[src/rtl/assert_macros.svh]
// assertion macros used by the rtl back end
`ifndef ASSERT_MACROS_SVH
`define ASSERT_MACROS_SVH

`ifndef SYNTH
// condition that must hold at every clock edge out of reset
`define PPTF_ASSERT(lbl, clk_s, rst_n_s, cond) \
	lbl: assert property (@(posedge clk_s) disable iff (!rst_n_s) (cond)) \
		else $error("pptf assertion failed");
// consequent that must hold in the cycle after the antecedent
`define PPTF_ASSERT_NEXT(lbl, clk_s, rst_n_s, ante, cons) \
	lbl: assert property (@(posedge clk_s) disable iff (!rst_n_s) (ante) |=> (cons)) \
		else $error("pptf assertion failed");
`else
`define PPTF_ASSERT(lbl, clk_s, rst_n_s, cond)
`define PPTF_ASSERT_NEXT(lbl, clk_s, rst_n_s, ante, cons)
`endif

`endif

[src/rtl/pptf_pkg.sv]
// shared types, constants and functions of the prompt photon filter
package pptf_pkg;

	localparam int ID_W     = 32;
	localparam int ETA_W    = 12;
	localparam int PT_IN_W  = 16;
	localparam int CNT_W    = 8;
	localparam int BOUND_W  = 16;
	localparam int CFG_IDX_W = 3;
	localparam int CFG_DATA_W = 64;
	localparam int QUEUE_DEPTH = 4;

	// configuration register indexes
	localparam logic [CFG_IDX_W-1:0] CFG_N_PHOTONS     = 3'd0;
	localparam logic [CFG_IDX_W-1:0] CFG_ORDER_PHOTONS = 3'd1;
	localparam logic [CFG_IDX_W-1:0] CFG_ETA_CUT       = 3'd2;
	localparam logic [CFG_IDX_W-1:0] CFG_ALLOW_SUSY    = 3'd3;
	localparam logic [CFG_IDX_W-1:0] CFG_PTMIN_BY_RANK = 3'd4;
	localparam logic [CFG_IDX_W-1:0] CFG_PTMAX_BY_RANK = 3'd5;

	// particle codes
	localparam logic [ID_W:0] PHOTON_ID  = 33'd22;
	localparam logic [ID_W:0] HEAVY_ID   = 33'd100;
	localparam logic [ID_W:0] SUSY_L_LO  = 33'd1000000;
	localparam logic [ID_W:0] SUSY_L_HI  = 33'd1000040;
	localparam logic [ID_W:0] SUSY_R_LO  = 33'd2000000;
	localparam logic [ID_W:0] SUSY_R_HI  = 33'd2000016;

	localparam logic [CNT_W-1:0] CNT_MAX = 8'hFF;

	typedef struct packed {
		logic [2:0]            n_photons;
		logic                  order_photons;
		logic [10:0]           eta_cut;
		logic                  allow_susy;
		logic [CFG_DATA_W-1:0] ptmin_by_rank;
		logic [CFG_DATA_W-1:0] ptmax_by_rank;
	} pptf_cfg_t;

	localparam pptf_cfg_t CFG_RESET = '{
		n_photons:     3'd1,
		order_photons: 1'b1,
		eta_cut:       11'd640,
		allow_susy:    1'b0,
		ptmin_by_rank: 64'h0064_0064_0064_0064,
		ptmax_by_rank: 64'hFFFF_FFFF_FFFF_FFFF
	};

	// classification of one closed particle, front to back
	typedef struct packed {
		logic prompt;
		logic in_win;
		logic last_evt;
	} pptf_flags_t;

	// window bound of a rank; ranks past the fourth reuse the fourth
	function automatic logic [BOUND_W-1:0] pptf_bound(logic [CFG_DATA_W-1:0] wv,
		int unsigned rank);
		logic [BOUND_W-1:0] b;
		if (rank >= 3) begin
			b = wv[63:48];
		end else if (rank == 2) begin
			b = wv[47:32];
		end else if (rank == 1) begin
			b = wv[31:16];
		end else begin
			b = wv[15:0];
		end
		return b;
	endfunction

endpackage

[src/rtl/pptf_ifs.sv]
// channel interfaces: particle items, verdict results, configuration writes
interface pptf_item_if;
	logic                                valid;
	logic                                ready;
	logic signed [pptf_pkg::ID_W-1:0]    particle_id;
	logic                                is_stable;
	logic signed [pptf_pkg::ETA_W-1:0]   eta;
	logic [pptf_pkg::PT_IN_W-1:0]        pt;
	logic                                has_parent;
	logic signed [pptf_pkg::ID_W-1:0]    parent_id;
	logic                                last_parent;
	logic                                last_in_event;

	modport source (output valid, particle_id, is_stable, eta, pt, has_parent, parent_id,
		last_parent, last_in_event, input ready);
	modport sink (input valid, particle_id, is_stable, eta, pt, has_parent, parent_id,
		last_parent, last_in_event, output ready);
endinterface

interface pptf_result_if;
	logic                          valid;
	logic                          ready;
	logic                          passed;
	logic [pptf_pkg::CNT_W-1:0]    prompt_count;
	logic [pptf_pkg::CNT_W-1:0]    window_count;

	modport source (output valid, passed, prompt_count, window_count, input ready);
	modport sink (input valid, passed, prompt_count, window_count, output ready);
endinterface

interface pptf_cfg_if;
	logic                              valid;
	logic                              ready;
	logic [pptf_pkg::CFG_IDX_W-1:0]    index;
	logic [pptf_pkg::CFG_DATA_W-1:0]   data;

	modport source (output valid, index, data, input ready);
	modport sink (input valid, index, data, output ready);
endinterface

[src/rtl/pptf_queue.sv]
// short fifo between the classifying front and the sorting back
module pptf_queue #(
	parameter int WIDTH = 8,
	parameter int DEPTH = 4
) (
	input  logic             clk,
	input  logic             arst_n,
	input  logic             push,
	input  logic [WIDTH-1:0] din,
	output logic             full,
	input  logic             pop,
	output logic [WIDTH-1:0] dout,
	output logic             not_empty
);
	localparam int PW = (DEPTH > 1) ? $clog2(DEPTH) : 1;
	localparam int CW = $clog2(DEPTH + 1);
	localparam logic [PW-1:0] LAST_PTR = PW'(DEPTH - 1);
	localparam logic [CW-1:0] FULL_CNT = CW'(DEPTH);

	logic [WIDTH-1:0] mem_q [DEPTH];
	logic [PW-1:0]    wr_ptr_q, rd_ptr_q;
	logic [CW-1:0]    count_q;

	assign full      = (count_q == FULL_CNT);
	assign not_empty = (count_q != '0);
	assign dout      = mem_q[rd_ptr_q];

	always_ff @(posedge clk) begin
		if (push) begin
			mem_q[wr_ptr_q] <= din;
		end
	end

	always_ff @(posedge clk or negedge arst_n) begin
		if (!arst_n) begin
			wr_ptr_q <= '0;
			rd_ptr_q <= '0;
			count_q  <= '0;
		end else begin
			if (push) begin
				wr_ptr_q <= (wr_ptr_q == LAST_PTR) ? '0 : wr_ptr_q + 1'b1;
			end
			if (pop) begin
				rd_ptr_q <= (rd_ptr_q == LAST_PTR) ? '0 : rd_ptr_q + 1'b1;
			end
			if (push && !pop) begin
				count_q <= count_q + 1'b1;
			end else if (pop && !push) begin
				count_q <= count_q - 1'b1;
			end
		end
	end
endmodule

[src/rtl/pptf_front.sv]
// front: takes item transfers, tracks the hadron mark, classifies closed particles
module pptf_front #(
	parameter int PT_BITS = 16
) (
	input  logic                 clk,
	input  logic                 arst_n,
	pptf_item_if.sink            item,
	input  pptf_pkg::pptf_cfg_t  cfg,
	input  logic                 q_full,
	output logic                 q_push,
	output pptf_pkg::pptf_flags_t q_flags,
	output logic [PT_BITS-1:0]   q_pt
);
	localparam int CW = (PT_BITS > pptf_pkg::PT_IN_W) ? PT_BITS : pptf_pkg::PT_IN_W;
	localparam logic [CW:0] SAT_W = ({{CW{1'b0}}, 1'b1} << PT_BITS) - 1'b1;
	localparam logic [CW-1:0] SAT_MAX = SAT_W[CW-1:0];

	logic                          mark_q;
	logic                          accept, closing, mark_now, heavy, susy, prompt;
	logic [pptf_pkg::ID_W:0]       par_ext, par_abs, pid_ext;
	logic [pptf_pkg::ETA_W:0]      eta_ext, eta_abs;
	logic [CW-1:0]                 pt_ext, pt_sat;

	assign item.ready = !q_full;
	assign accept     = item.valid && item.ready;
	assign closing    = item.last_parent || item.last_in_event;

	// parent magnitude, 33 bits so the most negative code stays positive
	assign par_ext = {item.parent_id[pptf_pkg::ID_W-1], item.parent_id};
	assign par_abs = item.parent_id[pptf_pkg::ID_W-1] ? (~par_ext + 1'b1) : par_ext;
	assign heavy   = par_abs > pptf_pkg::HEAVY_ID;
	assign susy    = (par_abs > pptf_pkg::SUSY_L_LO && par_abs < pptf_pkg::SUSY_L_HI) ||
		(par_abs > pptf_pkg::SUSY_R_LO && par_abs < pptf_pkg::SUSY_R_HI);

	always_comb begin
		mark_now = mark_q;
		if (item.has_parent && heavy) begin
			mark_now = !(cfg.allow_susy && susy);
		end
	end

	assign pid_ext = {item.particle_id[pptf_pkg::ID_W-1], item.particle_id};
	assign eta_ext = {item.eta[pptf_pkg::ETA_W-1], item.eta};
	assign eta_abs = item.eta[pptf_pkg::ETA_W-1] ? (~eta_ext + 1'b1) : eta_ext;

	assign pt_ext = CW'(item.pt);
	assign pt_sat = (pt_ext > SAT_MAX) ? SAT_MAX : pt_ext;

	assign prompt = (pid_ext == pptf_pkg::PHOTON_ID) && item.is_stable &&
		(eta_abs <= {2'b00, cfg.eta_cut}) && !mark_now;

	assign q_flags.prompt   = prompt;
	assign q_flags.in_win   = (pt_sat > CW'(pptf_pkg::pptf_bound(cfg.ptmin_by_rank, 0))) &&
		(pt_sat < CW'(pptf_pkg::pptf_bound(cfg.ptmax_by_rank, 0)));
	assign q_flags.last_evt = item.last_in_event;
	assign q_pt             = pt_sat[PT_BITS-1:0];

	// only closed photons and event ends matter downstream
	assign q_push = accept && closing && (prompt || item.last_in_event);

	always_ff @(posedge clk or negedge arst_n) begin
		if (!arst_n) begin
			mark_q <= 1'b0;
		end else if (accept) begin
			mark_q <= closing ? 1'b0 : mark_now;
		end
	end
endmodule

[src/rtl/pptf_back.sv]
// back: top-n pt sorter, saturating counters and the event verdict register
`include "assert_macros.svh"

module pptf_back #(
	parameter int MAX_RANKS = 4,
	parameter int PT_BITS   = 16
) (
	input  logic                  clk,
	input  logic                  arst_n,
	input  pptf_pkg::pptf_cfg_t   cfg,
	input  logic                  q_not_empty,
	input  pptf_pkg::pptf_flags_t q_flags,
	input  logic [PT_BITS-1:0]    q_pt,
	output logic                  q_pop,
	pptf_result_if.source         result
);
	localparam int CW = (PT_BITS > pptf_pkg::BOUND_W) ? PT_BITS : pptf_pkg::BOUND_W;

	logic [PT_BITS-1:0]          top_pt_q [MAX_RANKS];
	logic [MAX_RANKS-1:0]        top_valid_q;
	logic [pptf_pkg::CNT_W-1:0]  prompt_q, win_q;
	logic                        res_valid_q, passed_q;
	logic [pptf_pkg::CNT_W-1:0]  res_prompt_q, res_win_q;

	logic [PT_BITS-1:0]          sh_pt [MAX_RANKS];
	logic [MAX_RANKS-1:0]        sh_valid;
	logic [PT_BITS-1:0]          nxt_pt [MAX_RANKS];
	logic [MAX_RANKS-1:0]        nxt_valid, ge, prev_ge, rank_fail;
	logic [pptf_pkg::CNT_W-1:0]  prompt_nxt, win_nxt;
	logic                        verdict;

	// an event end waits for the result register to free up
	assign q_pop = q_not_empty && (!q_flags.last_evt || !res_valid_q || result.ready);

	// parallel insert: ranks holding pt >= new stay, the first other rank takes it,
	// ranks below shift down by one
	always_comb begin
		sh_pt[0]    = q_pt;
		sh_valid[0] = 1'b1;
		for (int i = 1; i < MAX_RANKS; i++) begin
			sh_pt[i]    = top_pt_q[i-1];
			sh_valid[i] = top_valid_q[i-1];
		end
		for (int i = 0; i < MAX_RANKS; i++) begin
			ge[i] = top_valid_q[i] && (top_pt_q[i] >= q_pt);
		end
		prev_ge = (ge << 1) | MAX_RANKS'(1);
		for (int i = 0; i < MAX_RANKS; i++) begin
			if (!q_flags.prompt || ge[i]) begin
				nxt_pt[i]    = top_pt_q[i];
				nxt_valid[i] = top_valid_q[i];
			end else if (prev_ge[i]) begin
				nxt_pt[i]    = q_pt;
				nxt_valid[i] = 1'b1;
			end else begin
				nxt_pt[i]    = sh_pt[i];
				nxt_valid[i] = sh_valid[i];
			end
		end
	end

	assign prompt_nxt = (q_flags.prompt && prompt_q != pptf_pkg::CNT_MAX) ?
		prompt_q + 1'b1 : prompt_q;
	assign win_nxt = (q_flags.prompt && q_flags.in_win && win_q != pptf_pkg::CNT_MAX) ?
		win_q + 1'b1 : win_q;

	// per-rank inclusive windows on the sorted state after this photon
	always_comb begin
		for (int i = 0; i < MAX_RANKS; i++) begin
			rank_fail[i] = (i < int'(cfg.n_photons)) && (!nxt_valid[i] ||
				(CW'(nxt_pt[i]) < CW'(pptf_pkg::pptf_bound(cfg.ptmin_by_rank, i))) ||
				(CW'(nxt_pt[i]) > CW'(pptf_pkg::pptf_bound(cfg.ptmax_by_rank, i))));
		end
		if (cfg.order_photons) begin
			verdict = (prompt_nxt >= pptf_pkg::CNT_W'(cfg.n_photons)) && (rank_fail == '0);
		end else begin
			verdict = win_nxt >= pptf_pkg::CNT_W'(cfg.n_photons);
		end
	end

	always_ff @(posedge clk or negedge arst_n) begin
		if (!arst_n) begin
			top_valid_q <= '0;
			prompt_q    <= '0;
			win_q       <= '0;
			res_valid_q <= 1'b0;
			for (int i = 0; i < MAX_RANKS; i++) begin
				top_pt_q[i] <= '0;
			end
		end else begin
			if (q_pop) begin
				if (q_flags.last_evt) begin
					top_valid_q <= '0;
					prompt_q    <= '0;
					win_q       <= '0;
					for (int i = 0; i < MAX_RANKS; i++) begin
						top_pt_q[i] <= '0;
					end
				end else begin
					top_valid_q <= nxt_valid;
					prompt_q    <= prompt_nxt;
					win_q       <= win_nxt;
					for (int i = 0; i < MAX_RANKS; i++) begin
						top_pt_q[i] <= nxt_pt[i];
					end
				end
			end
			if (q_pop && q_flags.last_evt) begin
				res_valid_q <= 1'b1;
			end else if (result.ready) begin
				res_valid_q <= 1'b0;
			end
		end
	end

	always_ff @(posedge clk) begin
		if (q_pop && q_flags.last_evt) begin
			passed_q     <= verdict;
			res_prompt_q <= prompt_nxt;
			res_win_q    <= win_nxt;
		end
	end

	assign result.valid        = res_valid_q;
	assign result.passed       = passed_q;
	assign result.prompt_count = res_prompt_q;
	assign result.window_count = res_win_q;

	// kept ranks always fill from rank zero without holes
	`PPTF_ASSERT(a_valid_prefix, clk, arst_n, (top_valid_q & ~((top_valid_q << 1) | MAX_RANKS'(1))) == '0)
	// a window photon is always a prompt photon
	`PPTF_ASSERT(a_win_le_prompt, clk, arst_n, win_q <= prompt_q)
	// an event end leaves a result and clean event state
	`PPTF_ASSERT_NEXT(a_event_clear, clk, arst_n, q_pop && q_flags.last_evt, res_valid_q && prompt_q == '0 && top_valid_q == '0)
endmodule

[src/rtl/prompt_photon_topn_filter_core.sv]
// top level of the prompt photon top-n filter
//
//   channel   dir   transfer moves
//   item      in    one (particle, parent) record
//   result    out   one event verdict with prompt and window counts
//   cfg       in    one register write, index and 64-bit data
//
// one item transfer per cycle while the queue has room; the limit is the
// parallel insert of the back sorter, draining one entry per cycle unless stalled
// result registered once the event's last item has passed through the queue
// arst_n clears the event state, the queue and the configuration to defaults
// a stalled result blocks the queue once an event end reaches its head
// item ready drops only when the four-entry queue is full
module prompt_photon_topn_filter_core #(
	parameter int MAX_RANKS = 4,
	parameter int PT_BITS   = 16
) (
	input  logic          clk,
	input  logic          arst_n,
	pptf_item_if.sink     item,
	pptf_result_if.source result,
	pptf_cfg_if.sink      cfg
);
	localparam int QW = $bits(pptf_pkg::pptf_flags_t) + PT_BITS;

	pptf_pkg::pptf_cfg_t   cfg_q;
	pptf_pkg::pptf_flags_t f_flags, b_flags;
	logic [PT_BITS-1:0]    f_pt, b_pt;
	logic                  q_push, q_pop, q_full, q_not_empty;
	logic [QW-1:0]         q_din, q_dout;

	// configuration registers, writes always taken
	assign cfg.ready = 1'b1;

	always_ff @(posedge clk or negedge arst_n) begin
		if (!arst_n) begin
			cfg_q <= pptf_pkg::CFG_RESET;
		end else if (cfg.valid && cfg.ready) begin
			unique case (cfg.index)
				pptf_pkg::CFG_N_PHOTONS:     cfg_q.n_photons     <= cfg.data[2:0];
				pptf_pkg::CFG_ORDER_PHOTONS: cfg_q.order_photons <= cfg.data[0];
				pptf_pkg::CFG_ETA_CUT:       cfg_q.eta_cut       <= cfg.data[10:0];
				pptf_pkg::CFG_ALLOW_SUSY:    cfg_q.allow_susy    <= cfg.data[0];
				pptf_pkg::CFG_PTMIN_BY_RANK: cfg_q.ptmin_by_rank <= cfg.data;
				pptf_pkg::CFG_PTMAX_BY_RANK: cfg_q.ptmax_by_rank <= cfg.data;
				default: begin
					// writes past the register list are dropped
				end
			endcase
		end
	end

	// front classifies each closed particle
	pptf_front #(
		.PT_BITS(PT_BITS)
	) u_front (
		.clk     (clk),
		.arst_n  (arst_n),
		.item    (item),
		.cfg     (cfg_q),
		.q_full  (q_full),
		.q_push  (q_push),
		.q_flags (f_flags),
		.q_pt    (f_pt)
	);

	assign q_din = {f_flags, f_pt};

	// decoupling queue
	pptf_queue #(
		.WIDTH(QW),
		.DEPTH(pptf_pkg::QUEUE_DEPTH)
	) u_queue (
		.clk       (clk),
		.arst_n    (arst_n),
		.push      (q_push),
		.din       (q_din),
		.full      (q_full),
		.pop       (q_pop),
		.dout      (q_dout),
		.not_empty (q_not_empty)
	);

	assign b_flags = q_dout[QW-1:PT_BITS];
	assign b_pt    = q_dout[PT_BITS-1:0];

	// back sorts, counts and issues the verdict
	pptf_back #(
		.MAX_RANKS(MAX_RANKS),
		.PT_BITS  (PT_BITS)
	) u_back (
		.clk         (clk),
		.arst_n      (arst_n),
		.cfg         (cfg_q),
		.q_not_empty (q_not_empty),
		.q_flags     (b_flags),
		.q_pt        (b_pt),
		.q_pop       (q_pop),
		.result      (result)
	);
endmodule

[src/flat_wrapper.sv]
// flat-port wrapper written by rule: the top's interface ports become plain ports
module prompt_photon_topn_filter_core_flat 
#(
	parameter int MAX_RANKS = 4,
	parameter int PT_BITS   = 16
)
  (clk, arst_n, item_valid, item_particle_id, item_is_stable, item_eta, item_pt, item_has_parent, item_parent_id, item_last_parent, item_last_in_event, item_ready, result_valid, result_passed, result_prompt_count, result_window_count, result_ready, cfg_valid, cfg_index, cfg_data, cfg_ready);
  pptf_item_if item_i ();
  pptf_result_if result_i ();
  pptf_cfg_if cfg_i ();
  input  logic clk;
  input  logic arst_n;
  input wire logic [$bits(item_i.valid)-1:0] item_valid;
  input wire logic [$bits(item_i.particle_id)-1:0] item_particle_id;
  input wire logic [$bits(item_i.is_stable)-1:0] item_is_stable;
  input wire logic [$bits(item_i.eta)-1:0] item_eta;
  input wire logic [$bits(item_i.pt)-1:0] item_pt;
  input wire logic [$bits(item_i.has_parent)-1:0] item_has_parent;
  input wire logic [$bits(item_i.parent_id)-1:0] item_parent_id;
  input wire logic [$bits(item_i.last_parent)-1:0] item_last_parent;
  input wire logic [$bits(item_i.last_in_event)-1:0] item_last_in_event;
  output wire logic [$bits(item_i.ready)-1:0] item_ready;
  output wire logic [$bits(result_i.valid)-1:0] result_valid;
  output wire logic [$bits(result_i.passed)-1:0] result_passed;
  output wire logic [$bits(result_i.prompt_count)-1:0] result_prompt_count;
  output wire logic [$bits(result_i.window_count)-1:0] result_window_count;
  input wire logic [$bits(result_i.ready)-1:0] result_ready;
  input wire logic [$bits(cfg_i.valid)-1:0] cfg_valid;
  input wire logic [$bits(cfg_i.index)-1:0] cfg_index;
  input wire logic [$bits(cfg_i.data)-1:0] cfg_data;
  output wire logic [$bits(cfg_i.ready)-1:0] cfg_ready;
  assign item_i.valid = item_valid;
  assign item_i.particle_id = item_particle_id;
  assign item_i.is_stable = item_is_stable;
  assign item_i.eta = item_eta;
  assign item_i.pt = item_pt;
  assign item_i.has_parent = item_has_parent;
  assign item_i.parent_id = item_parent_id;
  assign item_i.last_parent = item_last_parent;
  assign item_i.last_in_event = item_last_in_event;
  assign item_ready = item_i.ready;
  assign result_valid = result_i.valid;
  assign result_passed = result_i.passed;
  assign result_prompt_count = result_i.prompt_count;
  assign result_window_count = result_i.window_count;
  assign result_i.ready = result_ready;
  assign cfg_i.valid = cfg_valid;
  assign cfg_i.index = cfg_index;
  assign cfg_i.data = cfg_data;
  assign cfg_ready = cfg_i.ready;
  prompt_photon_topn_filter_core #(.MAX_RANKS(MAX_RANKS), .PT_BITS(PT_BITS)) u_core (.clk(clk), .arst_n(arst_n), .item(item_i), .result(result_i), .cfg(cfg_i));
endmodule
[config.mk]
export PLATFORM = sky130hd
export DESIGN_NAME = prompt_photon_topn_filter_core_flat
export DESIGN_NICKNAME = d
export VERILOG_FILES = /design/src/rtl/pptf_pkg.sv /design/src/rtl/pptf_ifs.sv /design/src/rtl/pptf_queue.sv /design/src/rtl/pptf_front.sv /design/src/rtl/pptf_back.sv /design/src/rtl/prompt_photon_topn_filter_core.sv /design/src/flat_wrapper.sv
export VERILOG_INCLUDE_DIRS = /design/src /design/src/rtl
export SDC_FILE = /design/constraint.sdc
export NUM_CORES = 1
export LEC_CHECK = 0
export ABC_CLOCK_PERIOD_IN_PS = 6000
export BUFFER_PORTS_ARGS = -buffer_cell sky130_fd_sc_hd__buf_2
export CORE_ASPECT_RATIO = 1.1
export CORE_MARGIN = 5
export CORE_UTILIZATION = 55
export CTS_CLUSTER_SIZE = 12
export DETAILED_ROUTE_END_ITERATION = 12
export GPL_TIMING_DRIVEN = 0
export MAX_ROUTING_LAYER = met4
export PLACE_DENSITY_LB_ADDON = 0.25
export RECOVER_POWER = 50
export SLEW_MARGIN = 10
export SYNTH_ARGS = -nofsm -noshare
export SYNTH_HDL_FRONTEND = slang
export SYNTH_HIERARCHICAL = 1
export SYNTH_SLANG_ARGS = --single-unit
[constraint.sdc]
create_clock -name clk -period 6 [get_ports clk]
set_clock_uncertainty 0.05 [all_clocks]
set_input_delay 0.6 -clock clk [delete_from_list [all_inputs] [get_ports clk]]
set_output_delay 0.6 -clock clk [all_outputs]
set_load 0.01 [all_outputs]
==> flow_summary.json <==
{
  "cts_buffers": 38,
  "grt_pass1_vias": 17600,
  "p_leak_nw": 11.3,
  "grtUsageTotal": 0.280,
  "min_period_over_period": 0.978,
  "worst-r2r-cell-count": 23,
  "cts-root-buf": "clkbuf_16",
  "drtPass1Iterations": 6,
  "stdcell_count": 2889,
  "fmax_ghz": 0.170,
  "p_total_w": 0.0122,
  "grt_pass1_wl_um": 95800,
  "cap_violations": 2,
  "antennaDiodeCount": 0,
  "clk_path_buf_depth": 3,
  "crit_path_end_kind": "flip-flop",
  "crit_type": "reg2reg",
  "wirelength_um": 61600,
  "vias_per_cell": 6.13,
  "synth-seq-cells": 330,
  "rrSetupSlack_ns": 0.13,
  "period_minus_slack_ns": 5.87,
  "required_ns": 6.32,
  "htreeDepth": 2,
  "tightest_slew_ns": 2.82,
  "violations": "capacitance limit, slew limit",
  "nNetsFinal": 2760,
  "numPortBuffers": 178,
  "core_um2": 39900,
  "grt_max_degree": 113,
  "wl_per_cell_um": 21.3,
  "report.final.slew_viol_count": 222,
  "die_h_um": 220,
  "drt_iter0_markers": 1326,
  "antenna_found_initial": 0,
  "yosysSeqAreaShare": 0.400,
  "cts_sinks": 330,
  "status": "finished, violations left",
  "maxSlewHeadroom": -0.878,
  "yosysWarnings": 6,
  "avgSynthCellArea_um2": 10.6,
  "syn2layout_area_growth_pct": 13.9,
  "timing.rr.start": "u_core/u_queue/rd_ptr_q[0]$_DFFE_PN0P_",
  "worstHoldPathType": "in2reg",
  "clock_latency_ns": 0.55,
  "syn_area_um2": 22100,
  "hold_end": "u_core/cfg_q[111]$_DFFE_PN0P_",
  "ys_async_sr_fraction": 0.718,
  "vias": 17700,
  "vdd_ir_drop_max_mv": 0.250,
  "yosysUniqueCellTypes": 96,
  "power.density_nw_per_um2": 484,
  "synth_flop_cell": "dfrtp_1",
  "final_layout_size_suffix_gt1_frac": 0.242,
  "dpl.hpwl_um": 46000,
  "hold_violations": 0,
  "setup_viol": 0,
  "drc_errors": 0,
  "ant_nets": 0,
  "die_x_um": 201,
  "synth_nets": 2498,
  "synth-edff-count": 93,
  "die-area_um2": 44200,
  "syn_inst": 2087,
  "dp_cells": 2780,
  "hold_slack_ns": 0.232,
  "cts.clk_slew.worst_paths_ns": 0.06,
  "grt_overflow_total": 0,
  "min_path_cells": 2,
  "fp-row-count": 77,
  "critPathMaxFanout": 10,
  "cp.arrival_ns": 6.18,
  "r2r-end": "u_core/u_back/result.passed$_DFFE_PP_",
  "cp-start-kind": "flip-flop",
  "start_util": 0.553,
  "gp_congestion": 1.02,
  "ios": 188,
  "cts_tree": "built",
  "min_from": "cfg_data[47]"
}
## timing repair
action | CTS | global route
cloned | 0 | 0
setup buffers | 23 | 18
endpoints found under the setup margin | 1 | 1
hold endpoints to repair | 9 | 0
hold buffers | 1 | 0
pin swaps | 5 | 10
gates resized for setup | 56 | 80
## power breakdown
part	leakage (nW)	internal (W)	switching, W
clock	0.588	0.00135	0.000925
combinational	7.01	0.00257	0.00387
sequential	3.71	0.00298	0.000455
total	11.3	0.00691	0.00525
## registers in the layout (all words and copies together), names as in the netlist
name,flops
u_core/u_back/win_q,8
u_core/u_queue/wr_ptr_q,2
u_core/cfg_q,144
u_core/u_back/result.valid,1
u_core/u_queue/mem_q,76
u_core/u_front/mark_q,1
u_core/u_back/sh_pt,48
u_core/u_back/result.prompt_count,8
u_core/u_back/result.passed,1
u_core/u_back/top_pt_q,16
u_core/u_queue/rd_ptr_q,2
u_core/u_back/top_valid_q,4
u_core/u_queue/count_q,3
u_core/u_back/prompt_q,8
u_core/u_back/result.window_count,8
## kinds of logic (layout without fill, tap and decap cells)
logic type | count (synthesis) | in the layout | synth area share
AND/OR/NAND/NOR | 472 | 472 | 0.112
AO/OA/AOI/OAI | 482 | 482 | 0.146
multiplexers | 205 | 205 | 0.123
buffers and inverters | 314 | 603 | 0.0648
other | 1 | 1 | 0.000170
adder cells (fa/ha/maj) | 244 | 244 | 0.139
flip-flops | 330 | 330 | 0.400
XOR/XNOR | 39 | 39 | 0.0155
## layer usage
metal	GRT usage	up-vias	wire length (um)	share of wire
li1	-	8174	-	-
met1	0.352	8704	25900	0.42
met2	0.464	661	29300	0.47
met3	0.0341	179	3360	0.054
met4	0.119	0	3140	0.051
met5	-	-	0	0
## stage by stage
stage	utilization	worst slack, ns	TNS, ns	instance area, um^2
floorplan	-	0.489	0	22100
global placement	0.591	-0.864	-0.864	23600
detailed placement	0.593	-1.02	-1.02	23700
CTS	0.632	0.00263	0	25200
global route	0.630	-0.0270	-0.0270	25100
finish	0.630	0.133	0	25100
## layout make-up
type / instances / area (um^2)
Fill cell: 3319 / 14800
Multi-Input combinational cell: 1443 / 11800
Sequential cell: 330 / 8820
Timing Repair Buffer: 222 / 1260
Clock buffer: 58 / 1110
Inverter: 213 / 852
Tap cell: 513 / 642
Buffer: 101 / 524
Clock inverter: 9 / 95.1
## worst max path at each step
stage                                           start                                    end  cells past startpoint  slack, ns
6_report       u_core/u_queue/rd_ptr_q[0]$_DFFE_PN0P_  u_core/u_back/result.passed$_DFFE_PP_                     23       0.13
5_1_grt        u_core/u_queue/rd_ptr_q[0]$_DFFE_PN0P_  u_core/u_back/result.passed$_DFFE_PP_                     22      -0.03
4_1_cts        u_core/u_queue/rd_ptr_q[0]$_DFFE_PN0P_  u_core/u_back/result.passed$_DFFE_PP_                     23      0.003
3_5_place_dp   u_core/u_queue/rd_ptr_q[0]$_DFFE_PN0P_  u_core/u_back/result.passed$_DFFE_PP_                     22      -1.02
3_3_place_gp   u_core/u_queue/rd_ptr_q[0]$_DFFE_PN0P_  u_core/u_back/result.passed$_DFFE_PP_                     22      -0.86
2_1_floorplan  u_core/u_queue/rd_ptr_q[0]$_DFFE_PN0P_  u_core/u_back/result.passed$_DFFE_PP_                     22       0.49
## worst max-delay path, cell delays in order, from the launching register on
cell,delay [ns]
dfrtp_2,0.45
buf_12,0.17
mux4_2,0.44
clkinvlp_4,0.25
ha_4,0.33
and4_1,0.18
nand2_1,0.07
or4_1,0.56
a31o_1,0.24
buf_6,0.15
nand2_4,0.12
clkbuf_8,0.19
nand2_1,0.07
o21ai_2,0.09
ha_1,0.29
a211oi_1,0.25
o21bai_1,0.11
a21o_1,0.18
a221o_1,0.37
a211oi_2,0.22
o21ai_1,0.11
a31oi_1,0.18
o211ai_1,0.27
a211oi_2,0.33
## cell usage after synthesis, drive strengths merged, types with 5 or more instances
cell type	number	share of area
dfstp	80	0.095
a21oi	99	0.022
clkbuf	49	0.0083
o32ai	5	0.0020
mux4	19	0.020
o31ai	15	0.0053
nand2b	16	0.0045
o21ai	134	0.030
or3	12	0.0034
inv	212	0.036
xnor2	25	0.0099
mux2i	36	0.016
a22o	67	0.027
buf	52	0.020
a31oi	16	0.0045
nor3	38	0.0093
nand2	136	0.023
edfxtp	93	0.13
nor2	95	0.016
nor4b	5	0.0023
ha	242	0.14
nor4	16	0.0068
o21a	15	0.0051
a211oi	22	0.0077
a311oi	5	0.0020
dfrtp	157	0.18
o211ai	11	0.0037
nand4	46	0.013
a21o	21	0.0071
and2	6	0.0017
mux2	150	0.087
nor2b	19	0.0054
nand3	28	0.0064
and3	11	0.0031
and4	8	0.0032
xor2	14	0.0056
or4	9	0.0031
a2111oi	7	0.0028
or2	6	0.0017
o2111ai	7	0.0028
## layout by cell type, fill, tap and decap left out, types with 15 or more instances in the layout
cell and count:
ha_1 241, inv_1 197, buf_2 171, dfrtp_1 156
nand2_1 135, o21ai_0 103, clkbuf_1 93, nor2_1 93
edfxtp_1 93, mux2_2 88, a21oi_1 84, dfstp_2 80
a22o_1 67, buf_4 49, nand4_1 46, mux2_1 44
clkbuf_16 39, nor3_1 34, mux2i_1 34, nand3_1 28
xnor2_1 25, o21ai_1 24, a21o_1 21, a211oi_1 20
nor2b_1 19, mux4_2 19, mux2_4 18, nand2b_1 16
a31oi_1 15, o21a_1 15, a21oi_2 15
Note: power is estimated with default switching activity, not from simulation.
